**config.mk**
```make
export PLATFORM = sky130hd
export DESIGN_NAME = source_text_tokenizer
export DESIGN_NICKNAME = d
export VERILOG_FILES = /design/src/rtl/stt_pkg.sv /design/src/rtl/source_text_tokenizer.sv
export SDC_FILE = /design/constraint.sdc
export NUM_CORES = 1
export LEC_CHECK = 0
export ABC_AREA = 1
export BUFFER_PORTS_ARGS = -buffer_cell sky130_fd_sc_hd__buf_2
export CORE_MARGIN = 2
export CORE_UTILIZATION = 38
export DETAILED_ROUTE_END_ITERATION = 8
export PLACE_DENSITY = 0.58
export SYNTH_ARGS = -nofsm -noshare
export SYNTH_HDL_FRONTEND = slang
export SYNTH_SLANG_ARGS = --single-unit
```
**constraint.sdc**
```tcl
create_clock -name clk -period 8.3 [get_ports clk]
set_input_delay 1.245 -clock clk [delete_from_list [all_inputs] [get_ports clk]]
set_output_delay 1.245 -clock clk [all_outputs]
set_load 0.03 [all_outputs]
```
**src/rtl/stt_pkg.sv**
```systemverilog
// ----------------------------------------------------------------------------
// stt_pkg
// Types and constants of the source text tokenizer.
// ----------------------------------------------------------------------------
package stt_pkg;

	localparam int POS_BITS_DEF = 16;

	localparam int QUEUE_DEPTH = 4;
	localparam int QUEUE_AW = $clog2(QUEUE_DEPTH);
	localparam int QUEUE_CW = $clog2(QUEUE_DEPTH + 1);

	localparam logic [7:0] COMMENT_RESET = 8'd35;
	localparam logic [15:0] LEN_MAX = 16'hFFFF;

	typedef enum logic [4:0] {
		KIND_IDENT, KIND_INT, KIND_ASSIGN, KIND_EQ, KIND_ADD, KIND_INC, KIND_SUB,
		KIND_DEC, KIND_NE, KIND_LE, KIND_SHL, KIND_ROL, KIND_LT, KIND_GE, KIND_SHR,
		KIND_ROR, KIND_GT, KIND_LAND, KIND_AND, KIND_LOR, KIND_OR, KIND_MUL,
		KIND_DIV, KIND_MOD, KIND_XOR, KIND_UNKNOWN
	} kind_t;

	typedef struct packed {
		kind_t       kind;
		logic [63:0] value;
		logic [15:0] start;
		logic [15:0] length;
		logic        last;
	} tok_t;

endpackage

```
**src/rtl/source_text_tokenizer.sv**
```systemverilog
// ----------------------------------------------------------------------------
// source_text_tokenizer: streaming lexer, one source byte per item.
// An accepted item is registered, then its tokens enter the token queue.
// Throughput: one item per cycle when not stalled; an item may yield two tokens.
// Reset: asynchronous, clears the scan state, position, token queue and comment byte ('#').
// ----------------------------------------------------------------------------
module source_text_tokenizer import stt_pkg::*; #(
	parameter int POS_BITS = POS_BITS_DEF
) (
	input  logic        clk,
	input  logic        arst_n,
	input  logic        char_valid,
	output logic        char_stall,
	input  logic [7:0]  char_code,
	input  logic        end_of_text,
	output logic        token_valid,
	input  logic        token_stall,
	output logic [4:0]  token_kind,
	output logic [63:0] literal_value,
	output logic [15:0] start_pos,
	output logic [15:0] token_length,
	output logic        last_of_run,
	input  logic        cfg_valid,
	output logic        cfg_ready,
	input  logic [7:0]  comment_char
);

	typedef enum logic [3:0] {
		M_IDLE, M_IDENT, M_DEC, M_OCT, M_HEX, M_COMMENT,
		M_EQ, M_PLUS, M_MINUS, M_BANG, M_LT, M_LT2, M_GT, M_GT2, M_AMP, M_BAR
	} mode_t;

	localparam logic [7:0] CH_TAB   = 8'h09;
	localparam logic [7:0] CH_NL    = 8'h0A;
	localparam logic [7:0] CH_CR    = 8'h0D;
	localparam logic [7:0] CH_SPACE = 8'h20;
	localparam logic [7:0] CH_BANG  = 8'h21;
	localparam logic [7:0] CH_PCT   = 8'h25;
	localparam logic [7:0] CH_AMP   = 8'h26;
	localparam logic [7:0] CH_STAR  = 8'h2A;
	localparam logic [7:0] CH_PLUS  = 8'h2B;
	localparam logic [7:0] CH_MINUS = 8'h2D;
	localparam logic [7:0] CH_SLASH = 8'h2F;
	localparam logic [7:0] CH_ZERO  = 8'h30;
	localparam logic [7:0] CH_ONE   = 8'h31;
	localparam logic [7:0] CH_SEVEN = 8'h37;
	localparam logic [7:0] CH_NINE  = 8'h39;
	localparam logic [7:0] CH_LT    = 8'h3C;
	localparam logic [7:0] CH_EQ    = 8'h3D;
	localparam logic [7:0] CH_GT    = 8'h3E;
	localparam logic [7:0] CH_UA    = 8'h41;
	localparam logic [7:0] CH_UF    = 8'h46;
	localparam logic [7:0] CH_UX    = 8'h58;
	localparam logic [7:0] CH_UZ    = 8'h5A;
	localparam logic [7:0] CH_CARET = 8'h5E;
	localparam logic [7:0] CH_USCORE = 8'h5F;
	localparam logic [7:0] CH_LA    = 8'h61;
	localparam logic [7:0] CH_LF    = 8'h66;
	localparam logic [7:0] CH_LX    = 8'h78;
	localparam logic [7:0] CH_LZ    = 8'h7A;
	localparam logic [7:0] CH_BAR   = 8'h7C;

	function automatic logic is_alpha(input logic [7:0] c);
		return (c >= CH_LA && c <= CH_LZ) || (c >= CH_UA && c <= CH_UZ) || c == CH_USCORE;
	endfunction

	function automatic logic is_digit(input logic [7:0] c);
		return c >= CH_ZERO && c <= CH_NINE;
	endfunction

	function automatic logic is_hex(input logic [7:0] c);
		return is_digit(c) || (c >= CH_LA && c <= CH_LF) || (c >= CH_UA && c <= CH_UF);
	endfunction

	function automatic logic [15:0] bump(input logic [15:0] n);
		return (n == LEN_MAX) ? n : n + 16'd1;
	endfunction

	function automatic tok_t make_tok(input kind_t k, input logic [63:0] v,
			input logic [15:0] s, input logic [15:0] len);
		tok_t t;
		t.kind = k;
		t.value = v;
		t.start = s;
		t.length = len;
		t.last = 1'b0;
		return t;
	endfunction

	function automatic logic has_pending(input mode_t m);
		return m != M_IDLE && m != M_COMMENT;
	endfunction

	function automatic tok_t flush_tok(input mode_t m, input logic [63:0] a,
			input logic [POS_BITS-1:0] s, input logic [15:0] n);
		tok_t t;
		t = make_tok(KIND_UNKNOWN, 64'd0, 16'(s), 16'd1);
		unique case (m)
			M_IDENT: t = make_tok(KIND_IDENT, 64'd0, 16'(s), n);
			M_DEC, M_OCT, M_HEX: t = make_tok(KIND_INT, a, 16'(s), n);
			M_EQ: t.kind = KIND_ASSIGN;
			M_PLUS: t.kind = KIND_ADD;
			M_MINUS: t.kind = KIND_SUB;
			M_BANG: t.value = 64'(CH_BANG);
			M_LT: t.kind = KIND_LT;
			M_LT2: t = make_tok(KIND_SHL, 64'd0, 16'(s), 16'd2);
			M_GT: t.kind = KIND_GT;
			M_GT2: t = make_tok(KIND_SHR, 64'd0, 16'(s), 16'd2);
			M_AMP: t.kind = KIND_AND;
			M_BAR: t.kind = KIND_OR;
			default: t.value = 64'd0;
		endcase
		return t;
	endfunction

	logic                valid_s1;
	logic [7:0]          char_s1;
	logic                eot_s1;
	logic [7:0]          comment_q;
	mode_t               mode_q;
	logic [63:0]         acc_q;
	logic [15:0]         cnt_q;
	logic [POS_BITS-1:0] start_q;
	logic [POS_BITS-1:0] pos_q;
	tok_t                queue_q [QUEUE_DEPTH];
	logic [QUEUE_AW-1:0] head_q;
	logic [QUEUE_AW-1:0] tail_q;
	logic [QUEUE_CW-1:0] count_q;

	logic                room;
	logic                proc;
	logic                pop;
	logic [1:0]          push_n;
	mode_t               mode_d;
	logic [63:0]         acc_d;
	logic [15:0]         cnt_d;
	logic [POS_BITS-1:0] start_d;
	tok_t                r0;
	tok_t                r1;
	logic                r0_v;
	logic                r1_v;

	assign room = count_q <= QUEUE_CW'(QUEUE_DEPTH - 2);
	assign proc = valid_s1 && room;
	assign char_stall = valid_s1 && !room;
	assign token_valid = count_q != '0;
	assign pop = token_valid && !token_stall;
	assign cfg_ready = 1'b1;
	assign push_n = proc ? (2'(r0_v) + 2'(r1_v)) : 2'd0;

	assign token_kind = queue_q[head_q].kind;
	assign literal_value = queue_q[head_q].value;
	assign start_pos = queue_q[head_q].start;
	assign token_length = queue_q[head_q].length;
	assign last_of_run = queue_q[head_q].last;

	always_comb begin
		logic [7:0]  c;
		logic        consumed;
		logic        do_flush;
		logic        has_two;
		logic [7:0]  two_ch;
		kind_t       two_kind;
		logic        a_v;
		logic        b_v;
		logic        c_v;
		tok_t        a_t;
		tok_t        b_t;
		tok_t        c_t;
		logic [63:0] dig;

		c = char_s1;
		dig = 64'(c[3:0]);
		mode_d = mode_q;
		acc_d = acc_q;
		cnt_d = cnt_q;
		start_d = start_q;
		consumed = 1'b0;
		do_flush = 1'b0;
		has_two = 1'b0;
		two_ch = CH_EQ;
		two_kind = KIND_EQ;
		a_v = 1'b0;
		b_v = 1'b0;
		a_t = flush_tok(mode_q, acc_q, start_q, cnt_q);
		b_t = make_tok(KIND_UNKNOWN, 64'(c), 16'(pos_q), 16'd1);

		unique case (mode_q)
			M_IDLE: consumed = 1'b0;
			M_COMMENT: begin
				consumed = 1'b1;
				if (c == CH_NL) begin
					mode_d = M_IDLE;
				end
			end
			M_IDENT: begin
				if (is_alpha(c)) begin
					cnt_d = bump(cnt_q);
					consumed = 1'b1;
				end else begin
					do_flush = 1'b1;
				end
			end
			M_DEC: begin
				if (is_digit(c)) begin
					acc_d = {acc_q[60:0], 3'b000} + {acc_q[62:0], 1'b0} + dig;
					cnt_d = bump(cnt_q);
					consumed = 1'b1;
				end else begin
					do_flush = 1'b1;
				end
			end
			M_OCT: begin
				if (cnt_q == 16'd1 && (c == CH_LX || c == CH_UX)) begin
					mode_d = M_HEX;
					cnt_d = bump(cnt_q);
					consumed = 1'b1;
				end else if (c >= CH_ZERO && c <= CH_SEVEN) begin
					acc_d = {acc_q[60:0], 3'b000} + dig;
					cnt_d = bump(cnt_q);
					consumed = 1'b1;
				end else begin
					do_flush = 1'b1;
				end
			end
			M_HEX: begin
				if (is_hex(c)) begin
					acc_d = {acc_q[59:0], 4'b0000} + dig + ((c >= CH_UA) ? 64'd9 : 64'd0);
					cnt_d = bump(cnt_q);
					consumed = 1'b1;
				end else begin
					do_flush = 1'b1;
				end
			end
			M_EQ: begin
				has_two = 1'b1;
				two_ch = CH_EQ;
				two_kind = KIND_EQ;
			end
			M_PLUS: begin
				has_two = 1'b1;
				two_ch = CH_PLUS;
				two_kind = KIND_INC;
			end
			M_MINUS: begin
				has_two = 1'b1;
				two_ch = CH_MINUS;
				two_kind = KIND_DEC;
			end
			M_BANG: begin
				has_two = 1'b1;
				two_ch = CH_EQ;
				two_kind = KIND_NE;
			end
			M_AMP: begin
				has_two = 1'b1;
				two_ch = CH_AMP;
				two_kind = KIND_LAND;
			end
			M_BAR: begin
				has_two = 1'b1;
				two_ch = CH_BAR;
				two_kind = KIND_LOR;
			end
			M_LT: begin
				if (c == CH_EQ) begin
					has_two = 1'b1;
					two_kind = KIND_LE;
				end else if (c == CH_LT) begin
					mode_d = M_LT2;
					cnt_d = 16'd2;
					consumed = 1'b1;
				end else begin
					do_flush = 1'b1;
				end
			end
			M_GT: begin
				if (c == CH_EQ) begin
					has_two = 1'b1;
					two_kind = KIND_GE;
				end else if (c == CH_GT) begin
					mode_d = M_GT2;
					cnt_d = 16'd2;
					consumed = 1'b1;
				end else begin
					do_flush = 1'b1;
				end
			end
			M_LT2: begin
				if (c == CH_LT) begin
					a_v = 1'b1;
					a_t = make_tok(KIND_ROL, 64'd0, 16'(start_q), 16'd3);
					mode_d = M_IDLE;
					cnt_d = 16'd0;
					consumed = 1'b1;
				end else begin
					do_flush = 1'b1;
				end
			end
			M_GT2: begin
				if (c == CH_GT) begin
					a_v = 1'b1;
					a_t = make_tok(KIND_ROR, 64'd0, 16'(start_q), 16'd3);
					mode_d = M_IDLE;
					cnt_d = 16'd0;
					consumed = 1'b1;
				end else begin
					do_flush = 1'b1;
				end
			end
			default: consumed = 1'b0;
		endcase

		if (has_two) begin
			if (c == two_ch) begin
				a_v = 1'b1;
				a_t = make_tok(two_kind, 64'd0, 16'(start_q), 16'd2);
				mode_d = M_IDLE;
				cnt_d = 16'd0;
				consumed = 1'b1;
			end else begin
				do_flush = 1'b1;
			end
		end

		if (do_flush) begin
			a_v = has_pending(mode_q);
			mode_d = M_IDLE;
			acc_d = 64'd0;
			cnt_d = 16'd0;
		end

		if (!consumed) begin
			start_d = pos_q;
			cnt_d = 16'd1;
			acc_d = 64'd0;
			if (is_alpha(c)) begin
				mode_d = M_IDENT;
			end else if (c >= CH_ONE && c <= CH_NINE) begin
				mode_d = M_DEC;
				acc_d = dig;
			end else if (c == CH_ZERO) begin
				mode_d = M_OCT;
			end else if (c == comment_q) begin
				cnt_d = 16'd0;
				mode_d = M_COMMENT;
			end else begin
				cnt_d = 16'd1;
				unique case (c) inside
					CH_SPACE, CH_TAB, CH_CR, CH_NL: cnt_d = 16'd0;
					CH_EQ: mode_d = M_EQ;
					CH_PLUS: mode_d = M_PLUS;
					CH_MINUS: mode_d = M_MINUS;
					CH_BANG: mode_d = M_BANG;
					CH_LT: mode_d = M_LT;
					CH_GT: mode_d = M_GT;
					CH_AMP: mode_d = M_AMP;
					CH_BAR: mode_d = M_BAR;
					CH_STAR: begin
						cnt_d = 16'd0;
						b_v = 1'b1;
						b_t = make_tok(KIND_MUL, 64'd0, 16'(pos_q), 16'd1);
					end
					CH_SLASH: begin
						cnt_d = 16'd0;
						b_v = 1'b1;
						b_t = make_tok(KIND_DIV, 64'd0, 16'(pos_q), 16'd1);
					end
					CH_PCT: begin
						cnt_d = 16'd0;
						b_v = 1'b1;
						b_t = make_tok(KIND_MOD, 64'd0, 16'(pos_q), 16'd1);
					end
					CH_CARET: begin
						cnt_d = 16'd0;
						b_v = 1'b1;
						b_t = make_tok(KIND_XOR, 64'd0, 16'(pos_q), 16'd1);
					end
					default: begin
						cnt_d = 16'd0;
						b_v = 1'b1;
					end
				endcase
			end
		end

		c_t = flush_tok(mode_d, acc_d, start_d, cnt_d);
		c_v = eot_s1 && has_pending(mode_d);
		if (eot_s1) begin
			mode_d = M_IDLE;
			acc_d = 64'd0;
			cnt_d = 16'd0;
		end

		r0_v = a_v || b_v || c_v;
		r0 = a_v ? a_t : (b_v ? b_t : c_t);
		r1_v = (a_v && (b_v || c_v)) || (b_v && c_v);
		r1 = (a_v && b_v) ? b_t : c_t;
		if (r1_v) begin
			r1.last = 1'b1;
		end else begin
			r0.last = 1'b1;
		end
	end

	always_ff @(posedge clk or negedge arst_n) begin
		if (!arst_n) begin
			valid_s1 <= 1'b0;
			comment_q <= COMMENT_RESET;
			mode_q <= M_IDLE;
			acc_q <= 64'd0;
			cnt_q <= 16'd0;
			start_q <= '0;
			pos_q <= '0;
			head_q <= '0;
			tail_q <= '0;
			count_q <= '0;
		end else begin
			if (cfg_valid && cfg_ready) begin
				comment_q <= comment_char;
			end
			if (!char_stall) begin
				valid_s1 <= char_valid;
			end
			if (proc) begin
				mode_q <= mode_d;
				acc_q <= acc_d;
				cnt_q <= cnt_d;
				start_q <= start_d;
				pos_q <= eot_s1 ? '0 : pos_q + POS_BITS'(1);
				tail_q <= tail_q + QUEUE_AW'(push_n);
			end
			if (pop) begin
				head_q <= head_q + QUEUE_AW'(1);
			end
			count_q <= count_q + QUEUE_CW'(push_n) - QUEUE_CW'(pop);
		end
	end

	always_ff @(posedge clk) begin
		if (char_valid && !char_stall) begin
			char_s1 <= char_code;
			eot_s1 <= end_of_text;
		end
		if (proc && r0_v) begin
			queue_q[tail_q] <= r0;
		end
		if (proc && r1_v) begin
			queue_q[tail_q + QUEUE_AW'(1)] <= r1;
		end
	end

endmodule

```
Word level (Yosys, flattened, before mapping). Memories as Yosys holds them, arrays and structs flattened. Index checks and enable logic that the tools add are counted.

Word-level logic and storage cells: 259. Bits in registers: 141. Memories kept: 1. Memory bits (writable): 408.

Memory list: queue_q (depth 4, bits a word 102, read ports 1, clocked after Yosys merged registers in 0, wr ports 2, line source_text_tokenizer.sv:125) `tok_t queue_q [QUEUE_DEPTH];`.

Equal/unequal tests: 55. $lt $le $gt $ge: 11. Mux-type cells: 122. Reduce and logical (&&, ||, !) cells: 45. $add $sub $neg: 13.

Operators with widths (number): $mux W102 (7); $mux W101 (5); $mux W64 (7); $pmux W101 S4 (1); $mux W16 (19); $add A64 B4 Y64 (4); $pmux W64 S2 (2); $pmux W102 S2 (1); $pmux W64 S3 (1); $pmux W16 S8 (1); $pmux W5 S11 (2); $eq A8 B6 Y1 const B (12); $mux W4 (22); $pmux W17 S2 (2); $add A64 B64 Y64 (1); $eq A4 B4 Y1 const B (16); $mux W1 (43); $eq A8 B7 Y1 const B (5); $pmux W5 S7 (1); $add A16 B1 Y16 const B (2); $le A8 B7 Y1 const B (4); $pmux W4 S8 (1); $eq A4 B3 Y1 const B (7); $pmux W7 S4 (1); other kinds (32) (79).

Logic depth before layout (Yosys ltp).
Word-level depth: 25. Mapped depth: 29. Gate-level depth less buffers: 27.

Worst setup path after synthesis. Ideal clock, no wire load.

Path type: register to register. From: reg char_s1[3]. To: mem queue_q[1][0] (netlist bit), enable pin. Path buffers: 1. Data required time: 7725 ps. Arrival time: 6936 ps. Period minus slack after synthesis: 7511 ps. Path slack: 789 ps. Stages on the path, launching flop included: 21. Cells stage by stage: edfxtp_1 -> buf_2 -> nor2_1 -> nand2_1 -> nand3_1 -> nand2_1 -> nand2_1 -> nand3_2 -> nand2_1 -> nand2_2 -> nor2_8 -> nand3_4 -> nor2_4 -> nand2_1 -> nand2_2 -> nor2_1 -> nand3_2 -> nand3_4 -> nand2_1 -> nand2_1 -> o21ai_1.

RTL lines: from (decl) (line source_text_tokenizer.sv:117) `logic [7:0] char_s1;`; from (signal assigned) (line source_text_tokenizer.sv:442) `char_s1 <= char_code;`; to (decl) (line source_text_tokenizer.sv:125).

Final worst setup path.
From: reg char_s1[2]. To: reg count_q[2].

Word-level cells in the longest chain between the ends: 25. Elaborated cells between the ends (all ways): 110. Those cells by class: 3 x add/sub; 10 x order compare; 19 x eq/ne; 55 x mux; 23 x reduce/logical.

RTL lines: $ge A8 B6 Y1 (tied with other cells) (line source_text_tokenizer.sv:68, source_text_tokenizer.sv:218); $logic_and A1 B1 Y1, on equally long branches (line source_text_tokenizer.sv:68, source_text_tokenizer.sv:72, source_text_tokenizer.sv:64); $logic_or A1 B1 Y1, on equally long branches (2 in a row) (line source_text_tokenizer.sv:72, source_text_tokenizer.sv:64); $mux W1, on equally long branches (line source_text_tokenizer.sv:227, source_text_tokenizer.sv:197); $pmux W1 S8 (line source_text_tokenizer.sv:188) `unique case (mode_q)`; $mux W1 (line source_text_tokenizer.sv:315) `if (c == two_ch) begin`; $mux W1 (line source_text_tokenizer.sv:314) `if (has_two) begin`; $mux W4 (line source_text_tokenizer.sv:326) `if (do_flush) begin`; (+8 left out); $logic_and A1 B1 Y1 (line source_text_tokenizer.sv:388) `c_v = eot_s1 && has_pending(mode_d);`; $logic_or A1 B1 Y1 (line source_text_tokenizer.sv:397) `r1_v = (a_v && (b_v || c_v)) || (b_v && c_v);`; $logic_and A1 B1 Y1 (line source_text_tokenizer.sv:397); $logic_or A1 B1 Y1 (line source_text_tokenizer.sv:397); $add A1 B1 Y2 * (line source_text_tokenizer.sv:149) `assign push_n = proc ? (2'(r0_v) + 2'(r1_v)) : 2'd0;`; $mux W2 * (line source_text_tokenizer.sv:149); $add A3 B2 Y3 * (line source_text_tokenizer.sv:436) `count_q <= count_q + QUEUE_CW'(push_n) - QUEUE_CW'(pop);`; $sub A3 B1 Y3 * (line source_text_tokenizer.sv:436); to (signal assigned) (line source_text_tokenizer.sv:436); to (decl) (line source_text_tokenizer.sv:128) `logic [QUEUE_CW-1:0] count_q;`.

Mark *: on every way between the ends. The rest lies on a longest branch, timed or not. A chain may end at the register's enable or synchronous reset.

==> impl_metrics.py <==
metrics = {
    "place": {
        "gp_congestion": 1.06,
        "place_ws_ps": 2250,
        "dpl_cell_area_mm2": 0.0405,
        "dp_cells": 6530,
        "hpwl_um": 108000,
        "io_buffers": 125,
    },
    "logic_synthesis": {
        "synth_cells": 5237,
        "ys_seq_elements": 549,
        "synthXorXnorAreaFrac_pct": 2.72,
        "syn_avg_cell_area_um2": 7.39,
        "synth-edff-count": 417,
        "async_reset_ff_share_pct": 24.0,
        "yosys_warnings": 0,
        "synth_top_area_cell": "edfxtp_1",
        "yosysSeqAreaShare_pct": 40.9,
        "yosys.area_share.simple_pct": 25.1,
        "synth_compound_area_share_pct": 17.0,
        "synth_area_leaders": "edfxtp_1 (32%), nand2_1 (13%), dfrtp_1 (8.3%)",
        "synth_top_family_by_area": "simple AND/OR/NAND/NOR gates",
        "synthAdderAreaFrac_pct": 4.52,
        "synthFlopType": "edfxtp_1",
        "syn_nets": 5397,
        "yosysUniqueCellTypes": 64,
        "synth_top_area_share_pct": 32.4,
        "synthMuxAreaShare_pct": 0,
        "synth_area_mm2": 0.0387,
    },
    "timing": {
        "whs_ps": 481,
        "relSlewSlack_pct": 16.1,
        "finalCriticalPeriod_ps": 6210,
        "grt_setup_unrepaired": "false",
        "fin_crit_sh_pct": 74.8,
        "setup_violations": 0,
        "final_max_slew_viol_count": 0,
        "clock-skew-final_ps": 68.2,
        "tightest_slew_ps": 1250,
        "hold_viol": 0,
        "setup_tns_ps": 0,
        "fmax_mhz": 161,
        "timing.final.ws_setup_ps": 2090,
    },
    "drt": {
        "drtPass1Iterations": 8,
        "wl_per_cell_um": 23.1,
        "highest_layer": "met5",
        "antenna_left": 0,
        "wl_met2_um": 64100,
        "wl_met3_um": 16100,
        "viasPerCell": 5.68,
        "first_iter_violations": 4837,
        "wl_met1_um": 68000,
        "num_vias": 37749,
        "drc_errors": 0,
        "totalWireLength_um": 154000,
    },
    "layout": {
        "nets": 5385,
        "finish.instance_area_mm2": 0.0425,
        "fin_cells": 6649,
        "multi_input_area_mm2": 0.0192,
        "areaGrowthSynthToFinish_pct": 9.84,
        "seq_area_mm2": 0.0158,
        "final_layout_size_suffix_gt1_share_pct": 6.97,
        "n_fill_cell": 10459,
    },
    "clocking": {
        "cts-root-buf": "clkbuf_16",
        "cts_resized": 0,
        "cts_made_buffers": 61,
        "cts_max_level": 2,
        "clock_sinks": 549,
        "ctsHoldBuffers": 0,
        "clock_latency_ps": 700,
        "cts_buffer_depth": 3,
        "postCtsSetupBuffers": 0,
        "cts_tree": "yes",
        "path_clk_slew_ps": 60,
    },
    "worst_setup_path": {
        "crit_type": "register to register",
        "cp_slowest_cell": "edfxtp_1",
        "path_max_fanout": 43,
        "cp-end-kind": "register",
        "crit_path_max_incr_delay_ps": 580,
        "cp_common_cell": "nand2_1",
        "start_kind": "register",
        "crit_required_ps": 8870,
        "crit_arrival_ps": 6780,
    },
    "floorplanning": {
        "core_area_mm2": 0.101,
        "die_area_mm2": 0.104,
        "rows": 117,
        "pin_count": 127,
        "die_w_um": 323,
        "start_util_pct": 38.1,
        "die_h_um": 323,
    },
    "hold_path": {
        "hold_class": "register to register",
    },
    "run": {
        "drv_cap": 0,
    },
    "grt": {
        "antenna_found_initial": 6,
        "gr-total-overflow": 0,
        "grt.total_usage_pct": 28.6,
        "grt_max_degree": 125,
        "grt_pass1_wl_um": 226000,
        "grt_pass1_vias": 34404,
    },
    "run_status": {
        "outcome": "finished clean",
    },
    "power": {
        "vdd_drop_max_v": 0.000209,
        "power_density_mw_per_mm2": 322,
        "p_leak_uw": 0.0189,
    },
}
-- layer usage --
| layer | GRT usage [%] | vias to the layer above |
|---|---|---|
| met4 | 8.43 | 6 |
| li1 | - | 17520 |
| met3 | 5.95 | 319 |
| met2 | 42.2 | 1989 |
| met1 | 41.9 | 17915 |
| met5 | 0 | - |
-- sequential cells by signal, summed over array words and instances (netlist names) --
register and cells:
acc_q 64, tail_q 2, pos_q 16, mode_q 4, cnt_q 16, start_q 16, queue_q 408, head_q 2
char_s1 8, eot_s1 1, count_q 3, valid_s1 1, comment_q 8
-- cells in the mapped netlist (all sizes together) (9+ instances only) --
master	n
a221oi	13
nand3	206
a31oi	20
buf	70
o211ai	54
a21oi	215
nand2	1335
clkbuf	182
a211oi	17
inv	704
nor2	593
nor4	23
o21ai	528
nand3b	9
o22ai	196
xor2	96
o221ai	17
o2111ai	17
xnor2	24
dfrtp	129
nor3	89
nand4	64
ha	135
edfxtp	417
-- layout by cell type, fill, tap and decap left out, types with 6 or more instances in the layout --
cell       count
nor2_4         6
nand3b_1       9
inv_1        679
edfxtp_1     417
clkbuf_16     61
nand2_1     1322
xnor2_1       24
o22ai_1      186
a211oi_1      17
o211ai_1      54
bufinv_16      7
nand3_1      196
o21a_1         6
clkinv_2       9
nor2_1       578
a221oi_1      13
o2111ai_1     17
a22oi_1        8
a21oi_1      215
buf_2        124
nor4_1        23
or2_2          6
o221ai_1      17
a21o_1         6
o21ai_0      517
nand4_1       60
clkbuf_1      16
dfrtp_1      127
nor3_1        89
inv_2         22
nand2_2       10
o21bai_1       8
clkinv_1      11
ha_1         135
xor2_1        96
o22ai_2       10
buf_4         47
a31oi_1       20
nand3_2        6
-- path summary, 6_finish.rpt --
path | start | endpoint | slack [ps] | cells past startpoint
worst max-delay path | char_s1[2] | count_q[2] | 2090 | 27
worst min-delay path | pos_q[15] | pos_q[15] | 480 | 1
worst max register to register | char_s1[2] | count_q[2] | 2090 | 27
worst min register to register | pos_q[15] | pos_q[15] | 480 | 1
max in group asynchronous | arst_n | cnt_q[11] | 6090 | 2
min in group asynchronous | arst_n | start_q[5] | 640 | 1
-- area by class of cell --
class,count,area share (%)
diodes,4,0.0235
clock buffers,82,3.89
clock inverters,33,0.912
inverters,706,6.25
multi-input cells,3730,45.1
flip-flops and latches,549,37.3
well taps,1368,4.03
repair buffers,177,2.55
-- through the flow --
step	total power [uW]	util (%)
floorplan	8520	-
global placement	10800	39.9
detailed placement	10800	39.9
CTS	13600	41.9
global route	14400	41.9
finish	13700	41.9
-- worst max-delay path: cells and delay by family (launching register included) --
family          cells  cell delay [ps]
buf+inv             7             1550
simple gates       13             2370
fa+ha+maj           4             1160
compound gates      1              100
flops               1              580
xor+xnor            2              350
-- kinds of logic (layout without fill, tap and decap cells) --
| group | count (synthesis) | count (layout) |
|---|---|---|
| simple gates | 2336 | 2336 |
| compound gates | 1135 | 1135 |
| buf+inv | 958 | 998 |
| flops | 549 | 549 |
| fa+ha+maj | 138 | 138 |
| xor+xnor | 120 | 120 |
| other cells | 1 | 5 |
-- report_power, final --
group | total (uW) | internal (uW) | leakage [uW] | switching [uW]
Combinational | 6770 | 1590 | 0.0122 | 5180
Clock | 2830 | 1620 | 0.000988 | 1210
Sequential | 4080 | 3740 | 0.00570 | 333
(Power assumes the default switching activity.)
